==> src/rtl/core/tgd_pkg.sv <==
`timescale 1ns / 1ps
`default_nettype none

package tgd_pkg;

   localparam int SAMPLE_W = 16;
   localparam int STAMP_W  = 32;
   localparam int VALUE_W  = 32;
   localparam int CODE_W   = 3;
   localparam int DELAY_W  = 16;
   localparam int MASK_W   = 5;
   localparam int INDEX_W  = 2;
   localparam int DATA_W   = 16;

   // register indexes on the configuration channel
   localparam logic [INDEX_W-1:0] REG_THRESHOLD = 2'd0;
   localparam logic [INDEX_W-1:0] REG_DBL_DELAY = 2'd1;
   localparam logic [INDEX_W-1:0] REG_LONG_DELAY = 2'd2;
   localparam logic [INDEX_W-1:0] REG_EVENT_MASK = 2'd3;

   localparam logic [SAMPLE_W-1:0] THRESHOLD_RST  = 16'd400;
   localparam logic [DELAY_W-1:0]  DBL_DELAY_RST  = 16'd300;
   localparam logic [DELAY_W-1:0]  LONG_DELAY_RST = 16'd1000;
   localparam logic [MASK_W-1:0]   EVENT_MASK_RST = 5'd31;

   typedef enum logic [CODE_W-1:0] {
      EV_DOWN   = 3'd0,
      EV_UP     = 3'd1,
      EV_CLICK  = 3'd2,
      EV_DOUBLE = 3'd3,
      EV_LONG   = 3'd4
   } code_type;

   typedef struct packed {
      logic [SAMPLE_W-1:0] touch_threshold;
      logic [DELAY_W-1:0]  double_click_delay;
      logic [DELAY_W-1:0]  long_press_delay;
      logic [MASK_W-1:0]   event_enable_mask;
   } cfg_type;

   typedef struct packed {
      code_type            code;
      logic [VALUE_W-1:0]  value;
   } event_type;

   // events raised by one sample, already compacted: slot 0 first
   typedef struct packed {
      logic [1:0]          count;
      event_type           slot1;
      event_type           slot0;
      logic                touched;
   } batch_type;

endpackage

`default_nettype wire

==> src/rtl/core/tgd_if.sv <==
`timescale 1ns / 1ps
`default_nettype none

interface tgd_req_if;
   logic                          valid;
   logic                          ready;
   logic [tgd_pkg::SAMPLE_W-1:0]  sample_value;
   logic [tgd_pkg::STAMP_W-1:0]   time_ms;

   modport source (output valid, sample_value, time_ms, input ready);
   modport sink   (input valid, sample_value, time_ms, output ready);
endinterface

interface tgd_rsp_if;
   logic                          valid;
   logic                          ready;
   logic [tgd_pkg::CODE_W-1:0]    event_code;
   logic [tgd_pkg::VALUE_W-1:0]   event_value;
   logic                          touched_now;
   logic                          last_of_run;

   modport source (output valid, event_code, event_value, touched_now, last_of_run,
                   input ready);
   modport sink   (input valid, event_code, event_value, touched_now, last_of_run,
                   output ready);
endinterface

interface tgd_csr_if;
   logic                          valid;
   logic                          ready;
   logic [tgd_pkg::INDEX_W-1:0]   index;
   logic [tgd_pkg::DATA_W-1:0]    data;

   modport source (output valid, index, data, input ready);
   modport sink   (input valid, index, data, output ready);
endinterface

`default_nettype wire

==> src/rtl/core/tgd_csr.sv <==
`timescale 1ns / 1ps
`default_nettype none

module tgd_csr (
   input  wire logic        clock,
   input  wire logic        reset,
   tgd_csr_if.sink          csr_chan,
   output tgd_pkg::cfg_type cfg
);

   tgd_pkg::cfg_type cfg_ff;
   tgd_pkg::cfg_type cfg_in;

   assign csr_chan.ready = 1'b1;
   assign cfg = cfg_ff;

   always_comb begin
      cfg_in = cfg_ff;
      if (csr_chan.valid) begin
         unique case (csr_chan.index)
            tgd_pkg::REG_THRESHOLD:  cfg_in.touch_threshold    = csr_chan.data;
            tgd_pkg::REG_DBL_DELAY:  cfg_in.double_click_delay = csr_chan.data;
            tgd_pkg::REG_LONG_DELAY: cfg_in.long_press_delay   = csr_chan.data;
            tgd_pkg::REG_EVENT_MASK: begin
               cfg_in.event_enable_mask = csr_chan.data[tgd_pkg::MASK_W-1:0];
            end
         endcase
      end
   end

   always_ff @(posedge clock) begin
      if (reset) begin
         cfg_ff.touch_threshold    <= tgd_pkg::THRESHOLD_RST;
         cfg_ff.double_click_delay <= tgd_pkg::DBL_DELAY_RST;
         cfg_ff.long_press_delay   <= tgd_pkg::LONG_DELAY_RST;
         cfg_ff.event_enable_mask  <= tgd_pkg::EVENT_MASK_RST;
      end else begin
         cfg_ff <= cfg_in;
      end
   end

endmodule

`default_nettype wire

==> src/rtl/core/tgd_core.sv <==
`timescale 1ns / 1ps
`default_nettype none

module tgd_core #(
   parameter int TIME_WIDTH  = 32,
   parameter int COUNT_WIDTH = 32
) (
   input  wire logic          clock,
   input  wire logic          reset,
   tgd_req_if.sink            req_chan,
   input  tgd_pkg::cfg_type   cfg,
   input  wire logic          can_load,
   output wire logic          load,
   output tgd_pkg::batch_type batch
);

   // input register
   logic                         in_valid_ff, in_valid_in;
   logic [tgd_pkg::SAMPLE_W-1:0] sample_ff;
   logic [tgd_pkg::STAMP_W-1:0]  stamp_ff;

   // gesture state
   logic                   last_touched_ff, last_touched_in;
   logic [COUNT_WIDTH-1:0] since_edge_ff, since_edge_in;
   logic                   click_pending_ff, click_pending_in;
   logic [TIME_WIDTH-1:0]  click_start_ff, click_start_in;
   logic [COUNT_WIDTH-1:0] click_count_ff, click_count_in;
   logic                   hold_armed_ff, hold_armed_in;
   logic [TIME_WIDTH-1:0]  hold_mark_ff, hold_mark_in;

   logic                   advance;
   logic                   touched;
   logic [COUNT_WIDTH-1:0] count_inc;
   logic [TIME_WIDTH-1:0]  now;
   logic [TIME_WIDTH-1:0]  click_dt;
   logic [TIME_WIDTH-1:0]  hold_dt;
   logic [63:0]            hold_dt_ext;
   logic                   click_due;
   logic                   hold_due;
   logic                   a_raise, b_raise, a_en, b_en;
   tgd_pkg::event_type     ev_a, ev_b;

   assign advance        = in_valid_ff && can_load;
   assign load           = advance;
   assign req_chan.ready = !in_valid_ff || can_load;
   assign in_valid_in    = req_chan.valid ? 1'b1 : (in_valid_ff && !advance);

   assign touched   = sample_ff <= cfg.touch_threshold;
   assign count_inc = (since_edge_ff != '1) ? since_edge_ff + 1'b1 : since_edge_ff;
   assign now       = TIME_WIDTH'(stamp_ff);
   assign click_dt  = now - click_start_ff;
   assign hold_dt   = now - hold_mark_ff;
   assign hold_dt_ext = 64'(hold_dt);
   assign click_due = click_pending_ff && (click_dt >= TIME_WIDTH'(cfg.double_click_delay));
   assign hold_due  = touched && hold_armed_ff &&
                      (hold_dt >= TIME_WIDTH'(cfg.long_press_delay));

   always_comb begin
      last_touched_in  = last_touched_ff;
      since_edge_in    = count_inc;
      click_pending_in = click_pending_ff;
      click_start_in   = click_start_ff;
      click_count_in   = click_count_ff;
      hold_armed_in    = hold_armed_ff;
      hold_mark_in     = hold_mark_ff;
      a_raise          = 1'b0;
      b_raise          = 1'b0;
      ev_a.code        = tgd_pkg::EV_DOWN;
      ev_a.value       = 32'(count_inc);
      ev_b.code        = tgd_pkg::EV_CLICK;
      ev_b.value       = 32'(click_count_ff);

      if (touched != last_touched_ff) begin
         // edge: report it, then resolve the pending click
         a_raise   = 1'b1;
         ev_a.code = touched ? tgd_pkg::EV_DOWN : tgd_pkg::EV_UP;
         if (click_pending_ff && touched && !click_due) begin
            b_raise          = 1'b1;
            ev_b.code        = tgd_pkg::EV_DOUBLE;
            ev_b.value       = 32'(count_inc);
            click_pending_in = 1'b0;
         end else begin
            if (click_due) begin
               b_raise          = 1'b1;
               click_pending_in = 1'b0;
            end
            if (touched) begin
               click_start_in   = now;
               click_pending_in = 1'b1;
               click_count_in   = count_inc;
            end
         end
         if (touched) begin
            hold_armed_in = 1'b1;
            hold_mark_in  = now;
         end
         since_edge_in   = '0;
         last_touched_in = touched;
      end else begin
         ev_a.code  = tgd_pkg::EV_CLICK;
         ev_a.value = 32'(click_count_ff);
         if (click_due) begin
            a_raise          = 1'b1;
            click_pending_in = 1'b0;
         end
         ev_b.code  = tgd_pkg::EV_LONG;
         ev_b.value = hold_dt_ext[31:0];
         if (hold_due) begin
            b_raise      = 1'b1;
            hold_mark_in = now;
         end
      end
   end

   // masked events still take their state updates above; drop them here
   assign a_en = a_raise && cfg.event_enable_mask[ev_a.code];
   assign b_en = b_raise && cfg.event_enable_mask[ev_b.code];

   always_comb begin
      batch.count   = {1'b0, a_en} + {1'b0, b_en};
      batch.slot0   = a_en ? ev_a : ev_b;
      batch.slot1   = ev_b;
      batch.touched = touched;
   end

   always_ff @(posedge clock) begin
      if (req_chan.valid && req_chan.ready) begin
         sample_ff <= req_chan.sample_value;
         stamp_ff  <= req_chan.time_ms;
      end
      if (reset) begin
         in_valid_ff      <= 1'b0;
         last_touched_ff  <= 1'b0;
         since_edge_ff    <= '0;
         click_pending_ff <= 1'b0;
         click_start_ff   <= '0;
         click_count_ff   <= '0;
         hold_armed_ff    <= 1'b0;
         hold_mark_ff     <= '0;
      end else begin
         if (req_chan.ready) begin
            in_valid_ff <= in_valid_in;
         end
         if (advance) begin
            last_touched_ff  <= last_touched_in;
            since_edge_ff    <= since_edge_in;
            click_pending_ff <= click_pending_in;
            click_start_ff   <= click_start_in;
            click_count_ff   <= click_count_in;
            hold_armed_ff    <= hold_armed_in;
            hold_mark_ff     <= hold_mark_in;
         end
      end
   end

endmodule

`default_nettype wire

==> src/rtl/core/tgd_evbuf.sv <==
`timescale 1ns / 1ps
`default_nettype none

module tgd_evbuf (
   input  wire logic          clock,
   input  wire logic          reset,
   input  wire logic          load,
   input  tgd_pkg::batch_type batch,
   output wire logic          can_load,
   tgd_rsp_if.source          rsp_chan
);

   logic [1:0]         fill_ff, fill_in;
   tgd_pkg::event_type head_ff, head_in;
   tgd_pkg::event_type tail_ff, tail_in;
   logic               touched_ff, touched_in;
   logic               pop;

   assign pop      = rsp_chan.valid && rsp_chan.ready;
   assign can_load = (fill_ff == 2'd0) || ((fill_ff == 2'd1) && rsp_chan.ready);

   assign rsp_chan.valid       = fill_ff != 2'd0;
   assign rsp_chan.event_code  = head_ff.code;
   assign rsp_chan.event_value = head_ff.value;
   assign rsp_chan.touched_now = touched_ff;
   assign rsp_chan.last_of_run = fill_ff == 2'd1;

   always_comb begin
      fill_in    = fill_ff;
      head_in    = head_ff;
      tail_in    = tail_ff;
      touched_in = touched_ff;
      if (load) begin
         fill_in    = batch.count;
         head_in    = batch.slot0;
         tail_in    = batch.slot1;
         touched_in = batch.touched;
      end else if (pop) begin
         fill_in = fill_ff - 2'd1;
         head_in = tail_ff;
      end
   end

   always_ff @(posedge clock) begin
      head_ff    <= head_in;
      tail_ff    <= tail_in;
      touched_ff <= touched_in;
      if (reset) begin
         fill_ff <= 2'd0;
      end else begin
         fill_ff <= fill_in;
      end
   end

endmodule

`default_nettype wire

==> src/rtl/core/touch_gesture_detector.sv <==
`timescale 1ns / 1ps
`default_nettype none

// Touch gesture detector. Each req transaction carries one filtered touch
// sample and its millisecond timestamp; a sample at or below touch_threshold
// counts as touched. Each sample gives zero, one or two rsp transactions in
// the order down/up, then double click or a delayed click, or while held a
// long press with the elapsed milliseconds; last_of_run marks the final one
// of a sample and touched_now gives the touch state after it. A sample that
// raises nothing gives no rsp transaction at all. Timing: a sample is held
// in the input register until the event buffer can take it, is evaluated in
// a single pass and lands in a two-entry event buffer, from whose head its
// first event is offered. The event buffer drains one event per cycle while
// rsp_chan.ready is high, and takes the events of the next sample as the last
// event of the previous one goes out. Events cleared in event_enable_mask are
// dropped but still update the gesture state. Write configuration only while
// no transaction is in flight; register writes take effect on the next
// cycle.
module touch_gesture_detector #(
   parameter int TIME_WIDTH  = 32,
   parameter int COUNT_WIDTH = 32
) (
   input  wire logic clock,
   input  wire logic reset,
   tgd_req_if.sink   req_chan,
   tgd_rsp_if.source rsp_chan,
   tgd_csr_if.sink   csr_chan
);

   tgd_pkg::cfg_type   cfg;
   tgd_pkg::batch_type batch;
   logic               can_load;
   logic               load;

   // hold the configuration registers
   tgd_csr u_csr (
      .clock    (clock),
      .reset    (reset),
      .csr_chan (csr_chan),
      .cfg      (cfg)
   );

   // register the sample, evaluate it and advance the gesture state
   tgd_core #(
      .TIME_WIDTH  (TIME_WIDTH),
      .COUNT_WIDTH (COUNT_WIDTH)
   ) u_core (
      .clock    (clock),
      .reset    (reset),
      .req_chan (req_chan),
      .cfg      (cfg),
      .can_load (can_load),
      .load     (load),
      .batch    (batch)
   );

   // serialise the events of one sample onto the result channel
   tgd_evbuf u_evbuf (
      .clock    (clock),
      .reset    (reset),
      .load     (load),
      .batch    (batch),
      .can_load (can_load),
      .rsp_chan (rsp_chan)
   );

endmodule

`default_nettype wire
==> src/flat_wrapper.sv <==
// flat-port wrapper written by rule: the top's interface ports become plain ports
module touch_gesture_detector_flat 
#(
   parameter int TIME_WIDTH  = 32,
   parameter int COUNT_WIDTH = 32
)
  (clock, reset, req_chan_valid, req_chan_sample_value, req_chan_time_ms, req_chan_ready, rsp_chan_valid, rsp_chan_event_code, rsp_chan_event_value, rsp_chan_touched_now, rsp_chan_last_of_run, rsp_chan_ready, csr_chan_valid, csr_chan_index, csr_chan_data, csr_chan_ready);
  tgd_req_if req_chan_i ();
  tgd_rsp_if rsp_chan_i ();
  tgd_csr_if csr_chan_i ();
  input  wire logic clock;
  input  wire logic reset;
  input wire logic [$bits(req_chan_i.valid)-1:0] req_chan_valid;
  input wire logic [$bits(req_chan_i.sample_value)-1:0] req_chan_sample_value;
  input wire logic [$bits(req_chan_i.time_ms)-1:0] req_chan_time_ms;
  output wire logic [$bits(req_chan_i.ready)-1:0] req_chan_ready;
  output wire logic [$bits(rsp_chan_i.valid)-1:0] rsp_chan_valid;
  output wire logic [$bits(rsp_chan_i.event_code)-1:0] rsp_chan_event_code;
  output wire logic [$bits(rsp_chan_i.event_value)-1:0] rsp_chan_event_value;
  output wire logic [$bits(rsp_chan_i.touched_now)-1:0] rsp_chan_touched_now;
  output wire logic [$bits(rsp_chan_i.last_of_run)-1:0] rsp_chan_last_of_run;
  input wire logic [$bits(rsp_chan_i.ready)-1:0] rsp_chan_ready;
  input wire logic [$bits(csr_chan_i.valid)-1:0] csr_chan_valid;
  input wire logic [$bits(csr_chan_i.index)-1:0] csr_chan_index;
  input wire logic [$bits(csr_chan_i.data)-1:0] csr_chan_data;
  output wire logic [$bits(csr_chan_i.ready)-1:0] csr_chan_ready;
  assign req_chan_i.valid = req_chan_valid;
  assign req_chan_i.sample_value = req_chan_sample_value;
  assign req_chan_i.time_ms = req_chan_time_ms;
  assign req_chan_ready = req_chan_i.ready;
  assign rsp_chan_valid = rsp_chan_i.valid;
  assign rsp_chan_event_code = rsp_chan_i.event_code;
  assign rsp_chan_event_value = rsp_chan_i.event_value;
  assign rsp_chan_touched_now = rsp_chan_i.touched_now;
  assign rsp_chan_last_of_run = rsp_chan_i.last_of_run;
  assign rsp_chan_i.ready = rsp_chan_ready;
  assign csr_chan_i.valid = csr_chan_valid;
  assign csr_chan_i.index = csr_chan_index;
  assign csr_chan_i.data = csr_chan_data;
  assign csr_chan_ready = csr_chan_i.ready;
  touch_gesture_detector #(.TIME_WIDTH(TIME_WIDTH), .COUNT_WIDTH(COUNT_WIDTH)) u_core (.clock(clock), .reset(reset), .req_chan(req_chan_i), .rsp_chan(rsp_chan_i), .csr_chan(csr_chan_i));
endmodule
==> config.mk <==
export PLATFORM = sky130hd
export DESIGN_NAME = touch_gesture_detector_flat
export DESIGN_NICKNAME = d
export VERILOG_FILES = /design/src/rtl/core/tgd_pkg.sv /design/src/rtl/core/tgd_if.sv /design/src/rtl/core/tgd_csr.sv /design/src/rtl/core/tgd_core.sv /design/src/rtl/core/tgd_evbuf.sv /design/src/rtl/core/touch_gesture_detector.sv /design/src/flat_wrapper.sv
export SDC_FILE = /design/constraint.sdc
export NUM_CORES = 1
export LEC_CHECK = 0
export BUFFER_PORTS_ARGS = -buffer_cell sky130_fd_sc_hd__buf_2
export CORE_MARGIN = 1.5
export CORE_UTILIZATION = 30
export CTS_CLUSTER_SIZE = 12
export DETAILED_ROUTE_END_ITERATION = 16
export PLACE_DENSITY_LB_ADDON = 0.15
export SLEW_MARGIN = 30
export SYNTH_ARGS = -nofsm -noshare
export SYNTH_HDL_FRONTEND = slang
export SYNTH_SLANG_ARGS = --single-unit
==> constraint.sdc <==
create_clock -name clock -period 8.4 [get_ports clock]
set_input_delay 0.42 -clock clock [delete_from_list [all_inputs] [get_ports clock]]
set_output_delay 0.42 -clock clock [all_outputs]
set_load 0.01 [all_outputs]
# --- Word level (Yosys, flattened, before mapping) ---
# Cells that the tools add are included.
word_totals:
  ff_bits: 306
  out_inout_bits: 40
op_classes:
  eq_ne: 7
  muxes: 29
  order_cmp: 5
  n_addsub: 5
  bitwise_logic: 1
  reduce_logical: 30
ops:
  columns: ["op", "n"]
  rows:
  - ["32-bit 2-to-1 mux", 6]
  - ["35-bit 2-to-1 mux", 4]
  - ["32-bit by 16-bit >= comparator with 1-bit output", 2]
  - ["32-bit subtractor", 2]
  - ["33-bit 2-to-1 mux", 1]
  - ["32-bit by 1-bit adder with 32-bit output, second input constant", 1]
  - ["32-bit inequality test, second input constant", 1]
  - ["16-bit less-or-equal comparator", 1]
  - ["1-bit 2-to-1 mux", 13]
  - ["1-bit logical AND", 12]
  - ["2-bit AND reduction", 5]
  - ["3-bit by 4-bit less-than comparator with 1-bit output, second input constant", 2]
  - ["1-bit binary-select mux with 3-bit select", 2]
  - ["2-bit 2-to-1 mux", 3]
  - ["3-bit AND reduction", 2]
  - ["2-bit nonzero test", 3]
  - ["2-bit by 1-bit equality test with 1-bit output, second input constant", 2]
  - ["2-bit equality test, second input constant", 2]
  - ["2-bit logical NOT", 2]
  - ["4-bit AND reduction", 1]
  - ["1-bit logical NOT", 3]
  - ["1-bit by 1-bit adder with 2-bit output", 1]
  - ["1-bit logical OR", 2]
  - ["2-bit inequality test, second input constant", 1]
  - ["other kinds (3)", 3]

# --- Depth between registers and ports, before layout ---
# Gate-level depths: netlist of the first run.
depth:
  ltp_word: 12
  mapped_depth: 24
  ltp_nobuf: 24

# --- Hierarchy ---
# Synthesis of the first run repeated with hierarchy kept, for this count alone.
hier_totals:
  cells_unflattened: 2005
  area_unflattened_um2: 18856.8
by_module_without_submodules:
  columns: ["mod", "seq_area_each_um2", "instances", "area_per_inst_um2", "cells_each"]
  rows:
  - ["tgd_core", 4083.9, 1, 13909.6, 1668]
  - ["tgd_evbuf", 2172.1, 1, 2788.9, 129]
  - ["tgd_csr", 1061.0, 1, 2158.3, 208]

# --- Least setup slack after synthesis of the first run ---
# Ideal clock, no wire load.
synth_timing:
  path_type: "reg2reg"
  startpoint: "register u_core.u_core.stamp_ff (netlist bit u_core.u_core.now[1])"
  endpoint: "register u_core.u_evbuf.fill_ff[0]"
  path_slack_ns: 3.629
  t_arrival_ns: 4.685
  stages_incl_launch_ff: 24
  n_path_buf: 0
  setup_ns: 0.086
  required_ns: 8.314
  synth_period_minus_slack_ns: 4.771
  path_cell_list: "edfxtp_1 ha_1 nor2b_1 o2111a_1 or2_2 a21o_1 a21o_1 a21o_1 a21oi_1 xnor2_1 ha_1 a21oi_1 o21ai_0 nand2b_1 nand4_1 nor4_1 o2111ai_1 or4b_1 and2_1 o21ai_0 o32ai_1 ha_1 nor2_1 a211oi_1"
synth_via:
  elab_chain_len: 12
synth_rtl:
  columns: ["element", "line", "rtl"]
  rows:
  - ["start, declared", "tgd_core.sv:20", "logic [tgd_pkg::STAMP_W-1:0] stamp_ff;"]
  - ["start signal, assigned", "tgd_core.sv:129", "stamp_ff <= req_chan.time_ms;"]
  - ["32-bit subtractor", "tgd_core.sv:51", "assign click_dt = now - click_start_ff;"]
  - ["32-bit by 16-bit >= comparator with 1-bit output", "tgd_core.sv:54", "assign click_due = click_pending_ff && (click_dt >= TIME_WIDTH'(cfg.double_click_delay));"]
  - ["1-bit logical AND", "tgd_core.sv:54", null]
  - ["1-bit logical NOT", "tgd_core.sv:77", "if (click_pending_ff && touched && !click_due) begin"]
  - ["1-bit logical AND", "tgd_core.sv:77", null]
  - ["33-bit 2-to-1 mux", "tgd_core.sv:77", null]
  - ["35-bit 2-to-1 mux", "tgd_core.sv:73", "if (touched != last_touched_ff) begin"]
  - ["1-bit binary-select mux with 3-bit select", "tgd_core.sv:117", "assign b_en = b_raise && cfg.event_enable_mask[ev_b.code];"]
  - ["1-bit 2-to-1 mux (implied by the code)", "tgd_core.sv:117", null]
  - ["1-bit logical AND", "tgd_core.sv:117", null]
  - ["1-bit by 1-bit adder with 2-bit output *", "tgd_core.sv:120", "batch.count = {1'b0, a_en} + {1'b0, b_en};"]
  - ["2-bit 2-to-1 mux *", "tgd_evbuf.sv:33", "if (load) begin"]
  - ["end signal, assigned", "tgd_evbuf.sv:51", "fill_ff <= fill_in;"]
  - ["end, declared", "tgd_evbuf.sv:13", "logic [1:0] fill_ff, fill_in;"]
# Mark *: on every way between the ends. The rest lies on a longest branch, timed or not. The select of a mux whose other input is x is not followed.
# A chain may end at the register's enable or synchronous reset.

==> reports/qor.yml, run 1 <==
coreArea_sq_mm: 0.0615
synth_seq_cells: 306
chipWidth_microns: 252
post_cts_resize_count: 0
maxSlewViolCount: 0
nets: 2409
p_per_area_mw_per_mm2: 211
grt_max_degree: 78
clk_pin_slew_ps: 60
n_antenna_cell: 0
path_cells: "inv_1 > ha_1 > fa_1 > nor2b_1 > o31ai_1 > a211oi_1 > or2_2 > a31oi_1 > xnor2_1 > ha_1 > a21oi_1 > nor2b_1 > o21ai_0 > o2111ai_1 > nor4_1 > o2111ai_1 > nor4_1 > nor2_2 > buf_4 > clkinv_1 > buf_4 > nor3_1 > a221o_1"
hpwl_microns: 40400
drc: 0
initial_core_util_pct: 30.3
critPathTopFamily: "compound AO/OA/AOI/OAI gates"
drt_iter0_drc: 955
tightest_slew_ps: 840
synth_cells: 2163
critPathCaptureType: "flop"
numCtsBuffers: 40
required_ps: 8710
crit_type: "flop to flop"
routed_wl_microns: 56100
synthArstFlopShare_pct: 0
critPathLaunchType: "flop"
viasPerCell: 5.17
p_total_mw: 4.51
crit_slowest_cell: "nor4_1"
syn2layout_area_growth_pct: 14.7
status: "completed"
fin_util_pct: 34.7
p_leak_nw: 7.80
vdd_drop_max_mv: 0.145
period_needed_ps: 6160
clock_latency_ps: 570
place.gp.congestion: 0.869
path_buf_inv: 4
syn_avg_cell_area_sq_um: 8.61
max_stage_delay_ps: 570
finalHoldViolCount: 0
via_count: 15700
yosysWarnings: 0
port_buffers: 109
gr-total-overflow: 0
dr.pass1.iters: 5
path_max_fanout: 31
antenna_found_initial: 0
clock_skew_ps: 20.9
cts.path.max_buffers: 3
max-cap-violations: 0
seq_area_frac_synth_pct: 39.3
fin_crit_sh_pct: 73.4
synthTopCellsByArea: "dfxtp_1 (20%), edfxtp_1 (19%), ha_1 (7.9%)"
stdcell_area_sq_mm: 0.0213
setup-tns-final_ps: 0
cts-root-buf: "clkbuf_16"
io_pins: 111
cts_tree: "built"
syn_nets: 2353
setup_violations: 0
slew-limit-headroom_pct: 44.0
placementRows: 91
fmax_mhz: 162
hold_class: "input pin to flop"
die_h_microns: 252
cts.sinks: 306
synth-edff-count: 119
synth.distinct_cells: 78
grt_pass1_vias: 15000
whs_ps: 26.3
wl_per_cell_microns: 18.5
dieArea_sq_mm: 0.0636
synth_top_area_cell: "dfxtp_1"
ant_nets: 0
netlist_area_sq_mm: 0.0186
synth_top_area_share_pct: 20.1
drive_gt1_share_pct: 9.95
grt_use_total_pct: 17.5
grt_pass1_wl_microns: 87600
htree_levels: 2
ys.flop_type: "dfxtp_1"
rsz0062_at_grt: "no"
placed_area_sq_mm: 0.0198
worstPathArrival_ps: 6480
-- area by class of cell --
class                   count  area (sq um)
clock buffers              68          1260
clock inverters             6          75.1
fillers                  6404         40100
inverters                 144           543
multi-input cells        1589         10300
flip-flops and latches    306          7320
well taps                 790           988
repair buffers            138           845
-- per-layer routing --
layer	global-route usage (%)	routed length (microns)	share of wire, %	up-vias
met5	0	0	0	-
met4	4.70	1120	2.0	0
met3	2.11	1810	3.2	67
met2	29.9	27000	48	240
met1	23.3	26200	47	7588
li1	-	-	-	7825
-- flip-flops by register name, summed over array words and instances, names as in the netlist, 2 cells and up --
signal	cells
u_core.u_core.hold_mark_ff	32
u_core.u_evbuf.rsp_chan.event_code	3
u_core.u_core.since_edge_ff	32
u_core.u_evbuf.tail_ff	35
u_core.u_core.now	32
u_core.u_core.click_start_ff	32
u_core.u_csr.cfg	53
u_core.u_core.sample_ff	16
u_core.u_core.click_count_ff	32
u_core.u_evbuf.rsp_chan.event_value	32
u_core.u_evbuf.fill_ff	2
-- where the power goes --
group,internal [mW],switching (mW)
combinational,0.362,0.664
clock,1.05,0.674
sequential,1.69,0.0630
total,3.10,1.40
-- kinds of logic after synthesis --
logic type               Yosys count  synth area share [%]
flip-flops                       306                  39.3
AND/OR/NAND/NOR                  782                  19.7
other                              1                0.0201
multiplexers                      71                  3.86
adder cells (fa/ha/maj)          119                  8.08
AO/OA/AOI/OAI                    526                  19.1
XOR/XNOR                          90                  4.23
buffers and inverters            268                  5.71
-- cell usage in the layout, fill, tap and decap left out, drive strengths merged, types with 13 or more instances in the layout --
cell / count
o2111ai: 52
xor2: 41
buf: 124
clkbuf: 68
a21o: 30
a21oi: 172
ha: 117
nand3: 46
a22oi: 22
o211a: 26
nor3: 38
nand4: 28
dfxtp: 187
mux2i: 65
and3: 17
o21ai: 76
inv: 145
or3: 13
xnor2: 49
nand2: 322
nand2b: 78
dlygate4sd3: 14
nor2: 160
edfxtp: 119
o21a: 16
a211oi: 39
-- final timing paths --
check	start	endpoint	slack [ps]	cells after the start
setup / recovery	u_core.u_core.now[0]	u_core.u_evbuf.rsp_chan.event_value[14]	2240	23
hold reg to reg	u_core.u_core.click_start_ff[4]	u_core.u_core.click_start_ff[4]	450	2
setup reg to reg	u_core.u_core.now[0]	u_core.u_evbuf.rsp_chan.event_value[14]	2240	23
hold / removal	req_chan_sample_value[12]	u_core.u_core.sample_ff[12]	30	1
-- Yosys cell counts, types with 30 or more instances --
master / number
dfxtp_1: 187
clkbuf_1: 108
a211oi_1: 38
ha_1: 117
nand2_1: 322
xor2_1: 41
o2111ai_1: 52
a21o_1: 30
xnor2_1: 49
nand2b_1: 78
nor3_1: 38
inv_1: 142
nor2_1: 160
nand3_1: 46
a21oi_1: 171
edfxtp_1: 119
o21ai_0: 75
mux2i_1: 65
-- worst register-to-register path: stages, from the launching register on --
cell	delay (ps)
edfxtp_1	410
inv_1	100
ha_1	220
fa_1	240
nor2b_1	70
o31ai_1	450
a211oi_1	240
or2_2	350
a31oi_1	200
xnor2_1	90
ha_1	180
a21oi_1	130
nor2b_1	60
o21ai_0	250
o2111ai_1	150
nor4_1	310
o2111ai_1	340
nor4_1	570
nor2_2	50
buf_4	290
clkinv_1	300
buf_4	420
nor3_1	170
a221o_1	300
-- per-stage QoR --
stage	instances	setup WS [ps]
final	3041	2240
after global routing	3041	1620
after CTS	3040	2190
after detailed placement	2952	2220
after global placement	2951	2180
after floorplan	2163	3630
-- what timing repair did --
item,CTS,global route
setup endpoints to repair,0,0
setup buffers,0,0
hold buffers,14,0
endpoints found under the hold margin,14,0
Note: power is estimated with default switching activity, not from simulation.
==> inputs of run 2 (changes only) <==
==> constraint.sdc (replaced) <==
create_clock -name clock -period 5.6 [get_ports clock]
set_input_delay 0.28 -clock clock [delete_from_list [all_inputs] [get_ports clock]]
set_output_delay 0.28 -clock clock [all_outputs]
set_load 0.01 [all_outputs]
==> run 2 against run 1 <==
  * Routed wire length is 0.79% higher
  * Combinational power up 55%
  * Clock skew down 5.4 ps
  * Worst hold slack gained 17 ps
  * Maximum frequency rose by 15%
  * Critical path type unchanged
  * Largest cell class unchanged
==> reports/qor.yml, run 2 (synthesized netlist as in run 1, its figures left out) <==
status: "completed"
drt_iter0_drc: 881
required_ps: 6030
path_max_fanout: 20
clock_skew_ps: 15.5
period_needed_ps: 5350
tightest_slew_ps: 949
drc: 0
critPathLaunchType: "flop"
cp-startpoint: "u_core.u_core.now[4]"
ant_nets: 0
clock_latency_ps: 560
dr.pass1.iters: 7
place.gp.congestion: 0.876
wl_per_cell_microns: 18.2
place_inst: 2973
routed_wl_microns: 56600
chipWidth_microns: 252
port_buffers: 109
coreArea_sq_mm: 0.0615
setup-tns-final_ps: 0
crit_type: "flop to flop"
viasPerCell: 5.16
dp_slack_ps: -143
htree_levels: 2
p_leak_nw: 8.09
grt_max_degree: 124
vdd_drop_max_mv: 0.265
whs_path_depth: 3
syn2layout_area_growth_pct: 17.9
setup_violations: 0
worstRegToRegCells: 21
die_h_microns: 252
hold_class: "input pin to flop"
clk_pin_slew_ps: 60
n_antenna_cell: 0
finalHoldViolCount: 0
fin_ws_ps: 253
drive_gt1_share_pct: 11.0
rsz0062_at_grt: "no"
max-cap-violations: 0
critical_path.endpoint: "u_core.u_core.hold_mark_ff[26]"
gr-total-overflow: 0
hpwl_microns: 40600
maxSlewViolCount: 0
fin_cells: 3106
p_per_area_mw_per_mm2: 307
cts.path.max_buffers: 3
slew-limit-headroom_pct: 36.7
io_pins: 111
grt_pass1_wl_microns: 88200
cts_tree: "built"
grt_use_total_pct: 17.6
initial_core_util_pct: 30.3
numCtsBuffers: 39
fin_crit_sh_pct: 95.5
placementRows: 91
nets: 2475
final_cell_mix: "nand2_1 (321), dfxtp_1 (187), a21oi_1 (171), nor2_1 (157), inv_1 (141)"
dieArea_sq_mm: 0.0636
antenna_found_initial: 0
placed_area_sq_mm: 0.0200
cts.sinks: 306
timing.rr.end: "u_core.u_core.hold_mark_ff[26]"
rr_startpoint: "u_core.u_core.now[4]"
grt_pass1_vias: 15600
final_common_cell: "nand2_1"
largest_reg_flops: 53
fmax_mhz: 187
critPathCaptureType: "flop"
via_count: 16000
worstPathArrival_ps: 5780
stdcell_area_sq_mm: 0.0219
rrSetupSlack_ps: 250
cts-root-buf: "clkbuf_16"
-- run 2: changes by cell type in the layout (fill, tap and decap cells not counted), moves of 2 or more --
cell,change
clkbuf_8,-2
buf_16,-2
buf_12,+4
buf_4,+20
clkinv_2,+8
buf_6,+2
clkbuf_16,-2
dlygate4sd3_1,+42
clkbuf_1,-6
-- run 2: timing repair --
action,CTS,global route
hold buffers,56,0
gates resized for setup,1,4
gates cloned,0,1
endpoints found under the hold margin,65,0
endpoints found under the setup margin,30,107
pin swaps,0,2
buffers inserted,2,2
-- run 2: stage by stage --
stage	hold slack, ps	util (%)	total power [mW]
final	42.9	35.7	6.74
after global routing	22.3	35.7	7.10
after CTS	1.54	35.6	6.84
after detailed placement	447	32.6	4.24
after global placement	441	32.5	4.23
after floorplan	379	-	3.69
-- run 2: power breakdown --
| group | total [mW] | internal, mW | switching (mW) |
|---|---|---|---|
| combinational | 1.60 | 0.584 | 1.01 |
| clock | 2.51 | 1.50 | 1.01 |
| sequential | 2.63 | 2.54 | 0.0931 |
-- run 2: how the worst min path moves through the flow --
stage / slack, ps / end / from
after floorplan: 380 / u_core.u_core.now[0] / req_chan_time_ms[0]
after global placement: 440 / u_core.u_core.click_start_ff[7] / u_core.u_core.click_start_ff[7]
after global routing: 20 / u_core.u_csr.cfg[40] / csr_chan_data[3]
after detailed placement: 450 / u_core.u_core.click_start_ff[27] / u_core.u_core.click_start_ff[27]
after CTS: 2 / u_core.u_csr.cfg[18] / csr_chan_data[13]
final: 40 / u_core.u_csr.cfg[50] / csr_chan_data[13]
-- run 2: layer usage --
metal	routed length (microns)	track usage [%]
met4	1110	4.70
met3	1800	2.05
met2	27500	30.4
met1	26200	23.1
met5	0	0
-- run 2: critical path: stages, from the launching register on --
cell and delay [ps]:
edfxtp_1 500, ha_1 410, and2_1 180, a221o_1 360, a221o_1 400, a31oi_2 260
and2_1 260, o21ai_0 130, xor2_1 170, buf_4 160, ha_1 290, a21o_1 160
a21o_1 180, a21oi_1 270, o21ai_0 140, nor4_1 200, nand4b_1 190, o41ai_4 300
buf_4 190, a211oi_4 110, buf_12 230, mux2i_1 130
-- run 2: cell type report --
| cell class | count | area [sq um] |
|---|---|---|
| Timing Repair Buffer | 205 | 1490 |
| Sequential cell | 306 | 7320 |
| Inverter | 144 | 543 |
| Clock buffer | 57 | 1130 |
| Clock inverter | 15 | 141 |
| Tap cell | 790 | 988 |
| Fill cell | 6368 | 39500 |
| Multi-Input combinational cell | 1589 | 10300 |
